--- config.mk ---
export PLATFORM = sky130hd
export DESIGN_NAME = partitioned_free_list_allocator_top
export DESIGN_NICKNAME = d
export VERILOG_FILES = /design/src/rtl/pfla_pkg.sv /design/src/rtl/partitioned_free_list_allocator_top.sv /design/src/rtl/pfla_ctrl.sv /design/src/rtl/pfla_dpath.sv
export SDC_FILE = /design/constraint.sdc
export NUM_CORES = 2
export LEC_CHECK = 0
export BUFFER_PORTS_ARGS = -buffer_cell sky130_fd_sc_hd__buf_2
export CORE_MARGIN = 2
export CORE_UTILIZATION = 40
export DETAILED_ROUTE_END_ITERATION = 6
export HOLD_SLACK_MARGIN = 0.03
export PLACE_DENSITY = 0.6
export SLEW_MARGIN = 20
export SYNTH_ARGS = -nofsm -noshare
export SYNTH_HDL_FRONTEND = slang
export SYNTH_SLANG_ARGS = --single-unit
--- constraint.sdc ---
create_clock -name clock -period 17.4 [get_ports clock]
set_input_delay 3.48 -clock clock [delete_from_list [all_inputs] [get_ports clock]]
set_output_delay 3.48 -clock clock [all_outputs]
set_load 0.005 [all_outputs]
--- src/rtl/pfla_pkg.sv ---
// Shared types and codes for the partitioned free-list allocator.
// Used by the controller, the datapath and the top level; depends on nothing.
package pfla_pkg;

   localparam int MODE_W     = 2;
   localparam int PART_W     = 2;
   localparam int BLK_W      = 8;
   localparam int STATUS_W   = 3;
   localparam int TOT_W      = 9;
   localparam int QUOTA_W    = 9;
   localparam int PARTS_W    = 3;
   localparam int QUOTA_REGS = 4;
   localparam int CSR_IDX_W  = 3;
   localparam int CSR_DATA_W = 9;

   localparam logic [CSR_IDX_W-1:0] CSR_PARTS_USED  = 3'd0;
   localparam logic [CSR_IDX_W-1:0] CSR_QUOTA_ZERO  = 3'd1;
   localparam logic [CSR_IDX_W-1:0] CSR_QUOTA_ONE   = 3'd2;
   localparam logic [CSR_IDX_W-1:0] CSR_QUOTA_TWO   = 3'd3;
   localparam logic [CSR_IDX_W-1:0] CSR_QUOTA_THREE = 3'd4;

   typedef enum logic [MODE_W-1:0] {
      MODE_ALLOC = 2'd0,
      MODE_FREE  = 2'd1,
      MODE_INIT  = 2'd2,
      MODE_NOP   = 2'd3
   } mode_type;

   typedef enum logic [STATUS_W-1:0] {
      STAT_OK          = 3'd0,
      STAT_QUOTA_EMPTY = 3'd1,
      STAT_BAD_PART    = 3'd2,
      STAT_BAD_INDEX   = 3'd3,
      STAT_LIST_EMPTY  = 3'd4,
      STAT_QUOTA_OVER  = 3'd5
   } status_type;

   typedef enum logic [2:0] {
      S_IDLE = 3'b001,
      S_EXEC = 3'b010,
      S_WALK = 3'b100
   } state_type;

   typedef struct packed {
      logic capture;
      logic execute;
      logic walk;
   } ctrl_cmd_type;

   typedef struct packed {
      logic init_ok;
      logic walk_last;
   } dpath_stat_type;

endpackage

--- src/rtl/partitioned_free_list_allocator_top.sv ---
// Allocate, free and no-operation requests first read the head block's link from
// the synchronous link memory and then update the list and the partition credits.
// An initialize request whose quotas fit within MAX_BLOCKS then also rewrites every
// link of the memory, one entry per cycle. After reset the block runs the same link
// setup pass before it takes its first request; configuration writes are taken at
// any time. A result waits in an output register, so a stalled response delays only
// the next request's update.
// Top level of the partitioned free-list allocator.
// Depends on pfla_pkg, pfla_ctrl and pfla_dpath.
module partitioned_free_list_allocator_top
   import pfla_pkg::*;
#(
   parameter int MAX_BLOCKS = 256,
   parameter int MAX_PARTS  = 4
)
(
   input  logic                  clock,
   input  logic                  reset,
   input  logic                  csr_write,
   input  logic [CSR_IDX_W-1:0]  csr_index,
   input  logic [CSR_DATA_W-1:0] csr_data,
   input  logic                  req_valid,
   output logic                  req_stall,
   input  logic [MODE_W-1:0]     req_mode,
   input  logic [PART_W-1:0]     req_partition,
   input  logic [BLK_W-1:0]      req_block_index,
   output logic                  rsp_valid,
   input  logic                  rsp_stall,
   output logic [STATUS_W-1:0]   rsp_status,
   output logic [BLK_W-1:0]      rsp_granted_index,
   output logic [TOT_W-1:0]      rsp_total_blocks
);

   ctrl_cmd_type   cmd;
   dpath_stat_type stat;

   pfla_ctrl u_ctrl (
      .clock     (clock),
      .reset     (reset),
      .req_valid (req_valid),
      .req_stall (req_stall),
      .rsp_valid (rsp_valid),
      .rsp_stall (rsp_stall),
      .stat      (stat),
      .cmd       (cmd)
   );

   pfla_dpath #(
      .MAX_BLOCKS (MAX_BLOCKS),
      .MAX_PARTS  (MAX_PARTS)
   ) u_dpath (
      .clock             (clock),
      .reset             (reset),
      .csr_write         (csr_write),
      .csr_index         (csr_index),
      .csr_data          (csr_data),
      .req_mode          (req_mode),
      .req_partition     (req_partition),
      .req_block_index   (req_block_index),
      .cmd               (cmd),
      .stat              (stat),
      .rsp_status        (rsp_status),
      .rsp_granted_index (rsp_granted_index),
      .rsp_total_blocks  (rsp_total_blocks)
   );

   // A result is never written over one that is still waiting.
   a_exec_output_free: assert property (@(posedge clock) disable iff (reset)
      cmd.execute |-> !(rsp_valid && rsp_stall))
      else $error("result register overwritten while stalled");

   // A response appears only after a request was executed.
   a_rsp_from_exec: assert property (@(posedge clock) disable iff (reset)
      $rose(rsp_valid) |-> $past(cmd.execute))
      else $error("response raised without an executed request");

   // No request is taken while the link memory is being rewritten.
   a_no_capture_in_walk: assert property (@(posedge clock) disable iff (reset)
      cmd.walk |-> (req_stall && !cmd.capture))
      else $error("request taken during link setup");

endmodule

--- src/rtl/pfla_ctrl.sv ---
// Request sequencer of the partitioned free-list allocator.
// Depends on pfla_pkg; drives the datapath through ctrl_cmd_type.
module pfla_ctrl
   import pfla_pkg::*;
(
   input  logic           clock,
   input  logic           reset,
   input  logic           req_valid,
   output logic           req_stall,
   output logic           rsp_valid,
   input  logic           rsp_stall,
   input  dpath_stat_type stat,
   output ctrl_cmd_type   cmd
);

   state_type state_ff, state_in;
   logic      rsp_valid_ff, rsp_valid_in;
   logic      out_free;

   assign out_free  = !rsp_valid_ff || !rsp_stall;
   assign req_stall = (state_ff != S_IDLE);
   assign rsp_valid = rsp_valid_ff;

   always_comb begin
      state_in    = state_ff;
      cmd.capture = 1'b0;
      cmd.execute = 1'b0;
      cmd.walk    = 1'b0;
      unique case (state_ff)
         S_IDLE: begin
            if (req_valid) begin
               cmd.capture = 1'b1;
               state_in    = S_EXEC;
            end
         end
         S_EXEC: begin
            if (out_free) begin
               cmd.execute = 1'b1;
               state_in    = stat.init_ok ? S_WALK : S_IDLE;
            end
         end
         S_WALK: begin
            cmd.walk = 1'b1;
            if (stat.walk_last) begin
               state_in = S_IDLE;
            end
         end
         default: begin
            state_in = S_IDLE;
         end
      endcase
   end

   assign rsp_valid_in = cmd.execute || (rsp_valid_ff && rsp_stall);

   always_ff @(posedge clock) begin
      if (reset) begin
         state_ff     <= S_WALK;
         rsp_valid_ff <= 1'b0;
      end else begin
         state_ff     <= state_in;
         rsp_valid_ff <= rsp_valid_in;
      end
   end

endmodule

--- src/rtl/pfla_dpath.sv ---
// Datapath of the partitioned free-list allocator: registers, credits, link memory.
// Depends on pfla_pkg; sequenced by pfla_ctrl through ctrl_cmd_type.
module pfla_dpath
   import pfla_pkg::*;
#(
   parameter int MAX_BLOCKS = 256,
   parameter int MAX_PARTS  = 4
)
(
   input  logic                    clock,
   input  logic                    reset,
   input  logic                    csr_write,
   input  logic [CSR_IDX_W-1:0]    csr_index,
   input  logic [CSR_DATA_W-1:0]   csr_data,
   input  logic [MODE_W-1:0]       req_mode,
   input  logic [PART_W-1:0]       req_partition,
   input  logic [BLK_W-1:0]        req_block_index,
   input  ctrl_cmd_type            cmd,
   output dpath_stat_type          stat,
   output logic [STATUS_W-1:0]     rsp_status,
   output logic [BLK_W-1:0]        rsp_granted_index,
   output logic [TOT_W-1:0]        rsp_total_blocks
);

   localparam int LW    = $clog2(MAX_BLOCKS + 1);
   localparam int AW    = $clog2(MAX_BLOCKS);
   localparam int CW    = (LW > BLK_W) ? LW : BLK_W;
   localparam int SUM_W = ((LW > QUOTA_W + 2) ? LW : QUOTA_W + 2) + 1;
   localparam int NCW0  = $clog2(MAX_PARTS + 1);
   localparam int NCW   = (NCW0 > PARTS_W) ? NCW0 : PARTS_W;
   localparam logic [LW-1:0] LIST_END = LW'(MAX_BLOCKS);

   logic [PARTS_W-1:0] parts_used_ff, parts_used_in;
   logic [QUOTA_W-1:0] quota_ff [QUOTA_REGS];
   logic [QUOTA_W-1:0] quota_in [QUOTA_REGS];

   mode_type          mode_ff;
   logic [PART_W-1:0] part_ff;
   logic [BLK_W-1:0]  blk_ff;

   logic [LW-1:0] head_ff, head_in;
   logic [LW-1:0] total_ff, total_in;
   logic [LW-1:0] credit_ff [MAX_PARTS];
   logic [LW-1:0] credit_in [MAX_PARTS];
   logic [AW-1:0] walk_ff, walk_in;

   logic [LW-1:0] link_mem [MAX_BLOCKS];
   logic [LW-1:0] rdata_ff;

   status_type         status_ff;
   logic [BLK_W-1:0]   granted_ff;
   logic [TOT_W-1:0]   total_out_ff;

   logic [NCW-1:0]   active_n;
   logic             part_bad;
   logic [SUM_W-1:0] quota_sum;
   logic             sum_bad;
   logic [LW-1:0]    cred_sel;
   logic             list_empty;
   logic [LW-1:0]    walk_link;
   status_type       status_in;
   logic [BLK_W-1:0] granted_in;
   logic             wr_en;
   logic [AW-1:0]    wr_addr;
   logic [LW-1:0]    wr_data;

   // Configuration registers.
   always_comb begin
      parts_used_in = parts_used_ff;
      for (int j = 0; j < QUOTA_REGS; j++) begin
         quota_in[j] = quota_ff[j];
      end
      if (csr_write) begin
         unique case (csr_index)
            CSR_PARTS_USED:  parts_used_in = csr_data[PARTS_W-1:0];
            CSR_QUOTA_ZERO:  quota_in[0]   = csr_data[QUOTA_W-1:0];
            CSR_QUOTA_ONE:   quota_in[1]   = csr_data[QUOTA_W-1:0];
            CSR_QUOTA_TWO:   quota_in[2]   = csr_data[QUOTA_W-1:0];
            CSR_QUOTA_THREE: quota_in[3]   = csr_data[QUOTA_W-1:0];
            default: begin
            end
         endcase
      end
   end

   // Checks and values used by the request kinds and the link setup pass.
   always_comb begin
      active_n = (NCW'(parts_used_ff) < NCW'(MAX_PARTS)) ? NCW'(parts_used_ff)
                                                          : NCW'(MAX_PARTS);
      part_bad = NCW'(part_ff) >= active_n;
      quota_sum = '0;
      for (int j = 0; j < QUOTA_REGS; j++) begin
         if (NCW'(j) < active_n) begin
            quota_sum = quota_sum + SUM_W'(quota_ff[j]);
         end
      end
      sum_bad = quota_sum > SUM_W'(MAX_BLOCKS);
      cred_sel = '0;
      for (int i = 0; i < MAX_PARTS; i++) begin
         if (NCW'(part_ff) == NCW'(i)) begin
            cred_sel = credit_ff[i];
         end
      end
      list_empty = head_ff >= LIST_END;
      walk_link  = LW'(walk_ff) + LW'(1);
   end

   assign stat.init_ok   = (mode_ff == MODE_INIT) && !sum_bad;
   assign stat.walk_last = (walk_ff == AW'(MAX_BLOCKS - 1));

   always_comb begin
      status_in  = STAT_OK;
      granted_in = '0;
      head_in    = head_ff;
      total_in   = total_ff;
      for (int i = 0; i < MAX_PARTS; i++) begin
         credit_in[i] = credit_ff[i];
      end
      wr_en   = 1'b0;
      wr_addr = walk_ff;
      wr_data = (walk_link < total_ff) ? walk_link : LIST_END;
      walk_in = walk_ff;
      if (cmd.execute) begin
         unique case (mode_ff)
            MODE_INIT: begin
               if (sum_bad) begin
                  status_in = STAT_QUOTA_OVER;
               end else begin
                  for (int i = 0; i < MAX_PARTS; i++) begin
                     credit_in[i] = (i < QUOTA_REGS && NCW'(i) < active_n)
                                    ? LW'(quota_ff[i % QUOTA_REGS]) : '0;
                  end
                  total_in = LW'(quota_sum);
                  head_in  = (quota_sum == '0) ? LIST_END : '0;
               end
            end
            MODE_ALLOC: begin
               priority if (part_bad) begin
                  status_in = STAT_BAD_PART;
               end else if (cred_sel == '0) begin
                  status_in = STAT_QUOTA_EMPTY;
               end else if (list_empty) begin
                  status_in = STAT_LIST_EMPTY;
               end else begin
                  for (int i = 0; i < MAX_PARTS; i++) begin
                     if (NCW'(part_ff) == NCW'(i)) begin
                        credit_in[i] = credit_ff[i] - LW'(1);
                     end
                  end
                  granted_in = BLK_W'(head_ff);
                  head_in    = rdata_ff;
               end
            end
            MODE_FREE: begin
               priority if (part_bad) begin
                  status_in = STAT_BAD_PART;
               end else if (CW'(blk_ff) >= CW'(total_ff)) begin
                  status_in = STAT_BAD_INDEX;
               end else begin
                  for (int i = 0; i < MAX_PARTS; i++) begin
                     if (NCW'(part_ff) == NCW'(i) && credit_ff[i] < LIST_END) begin
                        credit_in[i] = credit_ff[i] + LW'(1);
                     end
                  end
                  wr_en   = 1'b1;
                  wr_addr = AW'(blk_ff);
                  wr_data = head_ff;
                  head_in = LW'(blk_ff);
               end
            end
            MODE_NOP: begin
            end
         endcase
      end
      if (cmd.walk) begin
         wr_en   = 1'b1;
         walk_in = stat.walk_last ? '0 : walk_ff + AW'(1);
      end
   end

   always_ff @(posedge clock) begin
      if (reset) begin
         parts_used_ff <= PARTS_W'(1);
         quota_ff[0]   <= QUOTA_W'(256);
         for (int j = 1; j < QUOTA_REGS; j++) begin
            quota_ff[j] <= '0;
         end
         head_ff  <= '0;
         total_ff <= LIST_END;
         for (int i = 0; i < MAX_PARTS; i++) begin
            credit_ff[i] <= (i == 0) ? LIST_END : '0;
         end
         walk_ff <= '0;
      end else begin
         parts_used_ff <= parts_used_in;
         for (int j = 0; j < QUOTA_REGS; j++) begin
            quota_ff[j] <= quota_in[j];
         end
         head_ff  <= head_in;
         total_ff <= total_in;
         for (int i = 0; i < MAX_PARTS; i++) begin
            credit_ff[i] <= credit_in[i];
         end
         walk_ff <= walk_in;
      end
   end

   always_ff @(posedge clock) begin
      if (cmd.capture) begin
         mode_ff  <= mode_type'(req_mode);
         part_ff  <= req_partition;
         blk_ff   <= req_block_index;
         rdata_ff <= link_mem[AW'(head_ff)];
      end
      if (wr_en) begin
         link_mem[wr_addr] <= wr_data;
      end
      if (cmd.execute) begin
         status_ff    <= status_in;
         granted_ff   <= granted_in;
         total_out_ff <= TOT_W'(total_in);
      end
   end

   assign rsp_status        = status_ff;
   assign rsp_granted_index = granted_ff;
   assign rsp_total_blocks  = total_out_ff;

endmodule
== Yosys cells after proc, flatten, opt, wreduce, memory -nomap -nowiden ==
Memory sizes are Yosys's and may differ from the RTL's. A register that Yosys moved wholly into a read port is not among the register bits.
Index checks and enable logic that the tools add are counted.

* Add/sub/neg operators: 13
* Order comparisons: 14
* Equality and inequality tests: 23
* Muxes and demuxes: 90
* Bitwise gates (word level): 9
* Reduce and logical (&&, ||, !) cells: 21

{| class="wikitable"
|+ Operator list
! cell !! number
|-
| $mux W9 || 44
|-
| $mux W36 || 8
|-
| $pmux W36 S3 || 1
|-
| $mux W8 || 5
|-
| $add A9 B1 Y9 const B || 4
|-
| $lt A9 B9 Y1 const B || 4
|-
| $mux W12 || 3
|-
| $sub A9 B1 Y9 const B || 4
|-
| $mux W3 || 10
|-
| $pmux W9 S3 || 1
|-
| $add A12 B9 Y12 || 2
|-
| $pmux W3 S3 || 2
|-
| $mux W1 || 15
|-
| $ne A2 B2 Y1 const B || 7
|-
| $gt A12 B9 Y1 const B || 1
|-
| $logic_not A12 Y1 || 1
|-
| $add A9 B9 Y10 || 1
|-
| $add A8 B1 Y9 const B || 1
|-
| $eq A3 B2 Y1 const B || 3
|-
| $ge A8 B9 Y1 || 1
|-
| $ge A9 B9 Y1 const B || 1
|-
| $logic_not A9 Y1 || 1
|-
| $lt A9 B9 Y1 || 1
|-
| $add A8 B1 Y8 const B || 1
|-
| other kinds (24) || 48
|}

* Register bits after elaboration: 65
* RAM bits: 2,376
* Bits of input ports: 29
* Output and inout bits: 22
* Word-level logic and storage cells: 185
* Memories kept: 3

{| class="wikitable"
|+ Memories
! name !! depth !! bits a word !! rd ports !! clocked after memory_dff !! wr ports !! line !! RTL
|-
| u_dpath.link_mem || 256 || 9 || 1 || 1 || 1 || pfla_dpath.sv:47 || <nowiki>logic [LW-1:0] link_mem [MAX_BLOCKS];</nowiki>
|-
| u_dpath.credit_ff || 4 || 9 || 4 || 0 || 4 || pfla_dpath.sv:43 || <nowiki>logic [LW-1:0] credit_ff [MAX_PARTS];</nowiki>
|-
| u_dpath.quota_ff || 4 || 9 || 4 || 0 || 4 || pfla_dpath.sv:34 || <nowiki>logic [QUOTA_W-1:0] quota_ff [QUOTA_REGS];</nowiki>
|}

== Longest topological paths before layout ==
* Depth after elaboration: 16
* Mapped depth: 33
* Mapped depth without buffers: 30

== Cells and area by module ==
Synthesis repeated with hierarchy kept, for this count alone.

* Cells, all modules: 4,820
* Area, all modules: 98,643.4 µm²

{| class="wikitable"
|+ Modules (own cells, without submodules)
! module !! times used !! cells each !! area each (µm²) !! seq. area each (µm²)
|-
| pfla_dpath || 1 || 4,801 || 98,460.7 || 72,439.5
|-
| pfla_ctrl || 1 || 19 || 182.7 || 80.1
|}

== Worst setup path before layout ==
OpenSTA, ideal clock, no wires.

* Kind: in2reg
* Start: input port rsp_stall
* End: memory u_dpath.link_mem[0][8] in the netlist's numbering, data pin
* Data arrival time: 11,486 ps
* Data required time: 15,773 ps
* Setup slack: 4,287 ps
* Cell stages on the path: 7
* Buffers on the path: 2
* Cells stage by stage: nand2_1 > nand2_1 > nor4_4 > buf_2 > buf_2 > nor3_1 > a22oi_1

* Word-level cells in the longest chain between the ends: 5

{| class="wikitable"
|+ Ends and longest elaborated chain
! what !! line !! RTL
|-
| from (decl) || partitioned_free_list_allocator_top.sv:28 || <nowiki>input logic rsp_stall,</nowiki>
|-
| $logic_not A1 Y1 || pfla_ctrl.sv:20 || <nowiki>assign out_free = !rsp_valid_ff || !rsp_stall;</nowiki>
|-
| $logic_or A1 B1 Y1 || pfla_ctrl.sv:20 ||
|-
| $mux W1 || pfla_ctrl.sv:37 || <nowiki>if (out_free) begin</nowiki>
|-
| $mux W1 || pfla_ctrl.sv:29 || <nowiki>unique case (state_ff)</nowiki>
|-
| $mux W9 || pfla_dpath.sv:123 || <nowiki>if (cmd.execute) begin</nowiki>
|-
| named net u_dpath.wr_data[8] || pfla_dpath.sv:65 || <nowiki>logic [LW-1:0] wr_data;</nowiki>
|-
| to (decl) || pfla_dpath.sv:47 ||
|}

The timed path passes the listed nets, and every way through them passes these cells.

==> impl_metrics.ini <==
[outcome]
outcome = finished, final reports clean

[sta]
worst_pin_slew_ps = 1170
drv_slew = 0
final-setup-viol-count = 0
worst_slack_ps = 9160
finClkSkew_ps = 42.8
achievable-frequency_mhz = 121
period_share_pct = 47.3
whs_ps = 478
period_minus_slack_ps = 8240
slew_headroom_pct = 22.2
finalHoldViolations = 0
rsz0062_at_grt = false
final.setup.tns_ps = 0

[worst_setup_path]
cp_num_buf_inv = 1
cpMostUsedCell = o21ai_0
ff2ff_setup_slack_ps = 9160
worstSetupPathType = reg2reg
cp_top_family = compound AO/OA/AOI/OAI gates
slowest_stage = dfxtp_1
cp-start-kind = register
cp_max_fo = 23
worst_setup_path_end_kind = register
slowest_delay_ps = 770
required_ps = 18180
cp.arrival_ps = 9020

[drt]
wl_per_cell_um = 28.5
dr.pass1.iters = 6
vias_per_cell = 5.76
num_vias = 48355
drc = 0
drt_iter0_markers = 5162
ant_nets = 0
drt-total-wl_um = 239000

[final_layout]
layout.nets = 5091
final_area_mm2 = 0.111
syn_to_final_growth_pct = 12.6
fillers = 20511
multi_input_area_mm2 = 0.0251
final_util_pct = 45.3
seq_area_mm2 = 0.0725
drive_above_1_share_pct = 25.9

[cts]
numClockSinks = 2450
clockBufferDepth = 4
clk_pin_slew_ps = 60
cts_made_buffers = 274
cts-root-buf = clkbuf_16
cts_tree = done
cts_max_level = 5
clk_latency_ps = 920
post_cts_buffers = 0
postCtsHoldBufs = 0
cts_resized = 0

[synthesis]
syn-instance-count = 4860
synth_common_cells = edfxtp_1, mux4_2, nor2_1
async_flop_share_pct = 0
syn_nets = 4969
avgSynthCellArea_um2 = 20.3
yosysMostFrequentCell = edfxtp_1
ys_ff_latch = 2450
ys_types = 89
synth_flop_cell = edfxtp_1
synth_area_leaders = edfxtp_1, mux4_2, dfxtp_1
ys_warn_count = 0
synth_top_area_share_pct = 71.2
synth.cell_area_mm2 = 0.0989
yosysTopAreaCell = edfxtp_1
synth_edf_count = 2345
ys_seq_area_share_pct = 73.3

[floorplan]
io_pins = 51
chipWidth_um = 501
dieArea_mm2 = 0.251
start_util_pct = 40.2
num_rows = 182
die_y_um = 501
core_area_mm2 = 0.246

[grt]
antenna_found_initial = 9
grt_pass1_wl_um = 348000
grtUsageTotal_pct = 19.0
grt.overflow.total = 0
grt_pass1_vias = 48420
grt_max_degree = 257

[placed_design]
dp_hpwl_um = 143000
place_ws_ps = 9310
place_congestion = 0.869
io_buffer_count = 50
dpl-instance-area_mm2 = 0.103

[power_and_ir_drop]
p_per_area_mw_per_mm2 = 111
ir_worst_vdd_mv = 0.0674
leakage_uw = 0.0339

[worst_hold_path]
holdCritPathClass = reg2reg

[flow_run]
cap_violations = 0
[metrics by stage]
stage	instances	total power [uW]
2_1_floorplan	4860	6910
3_5_place_dp	7922	7060
4_1_cts	8389	12500
3_3_place_gp	7922	7040
5_1_grt	8394	12700
6_report	8398	12400
[power by group]
part	internal (uW)	total (uW)	switching (uW)	leakage (uW)
clock	3190	5420	2240	0.00403
combinational	75.0	363	288	0.00757
sequential	6560	6580	11.9	0.0223
total	9820	12400	2540	0.0339
[worst register-to-register path: cells and delay by family (launching register included)]
| kind | cells | cell delay [ps] |
|---|---|---|
| AO/OA/AOI/OAI | 14 | 3330 |
| XOR/XNOR | 2 | 370 |
| adder cells (fa/ha/maj) | 4 | 1080 |
| buffers and inverters | 1 | 310 |
| flip-flops | 1 | 770 |
| AND/OR/NAND/NOR | 10 | 2250 |
[routing by layer]
metal / vias up / part of all wire [%] / track usage, %
li1: 20351 / - / -
met1: 25928 / 43 / 27.5
met2: 1763 / 47 / 29.6
met3: 313 / 6.8 / 3.58
met4: 0 / 2.4 / 5.13
met5: - / 0 / 0
[cells by family after synthesis]
family	after synthesis	share of synthesized area, %
AO/OA/AOI/OAI	386	2.59
adder cells (fa/ha/maj)	82	1.08
buffers and inverters	362	1.42
flip-flops	2450	73.3
XOR/XNOR	58	0.514
multiplexers	794	17.7
AND/OR/NAND/NOR	728	3.32
[layout by cell type (no fill, tap or decap), types with 21 or more instances in the layout]
cell type | netlist | routed
clkbuf_1 | 223 | 48
clkbuf_16 | 0 | 280
xnor2_1 | 38 | 38
ha_1 | 74 | 74
nand3_1 | 29 | 29
nor2_1 | 363 | 349
a221oi_1 | 28 | 28
mux4_2 | 765 | 765
nor2b_1 | 22 | 22
a31oi_1 | 34 | 34
nor3_1 | 23 | 23
a21oi_1 | 121 | 121
nand2_1 | 165 | 165
edfxtp_1 | 2345 | 2345
clkinv_1 | 1 | 62
inv_1 | 69 | 69
nand2b_1 | 21 | 21
o21ai_0 | 55 | 55
buf_2 | 12 | 49
dfxtp_1 | 105 | 99
clkinv_2 | 0 | 34
buf_4 | 1 | 74
[worst paths after layout]
kind	to	startpoint	cells after the start
worst min-delay path	u_dpath.quota_ff[0][8]	u_dpath.quota_ff[0][8]	2
worst min register to register	u_dpath.quota_ff[0][8]	u_dpath.quota_ff[0][8]	2
worst max-delay path	u_dpath.credit_ff[1][4]	u_dpath.parts_used_ff[0]	31
worst max register to register	u_dpath.credit_ff[1][4]	u_dpath.parts_used_ff[0]	31
[flip-flops by register name, indices dropped and copies added, names as in the netlist]
name,cells
u_dpath.rsp_granted_index,8
u_dpath.link_mem,2304
u_ctrl.state_ff,3
u_dpath.part_ff,2
u_dpath.quota_ff,36
u_dpath.mode_ff,2
u_dpath.walk_ff,8
u_dpath.rsp_total_blocks,9
u_dpath.credit_ff,36
u_dpath.total_ff,9
u_dpath.head_ff,9
u_dpath.rdata_ff,9
u_dpath.rsp_status,3
u_dpath.blk_ff,8
u_dpath.parts_used_ff,3
u_ctrl.rsp_valid,1
[cell type report]
cell class,count,share of cell area [%]
Multi-Input combinational cell,2048,22.5
Antenna cell,5,0.0112
Sequential cell,2450,65.1
Timing Repair Buffer,138,1.01
Tap cell,3220,3.62
Inverter,70,0.236
Clock inverter,139,1.02
Clock buffer,328,6.45
Power figures use the tool's default switching activity.
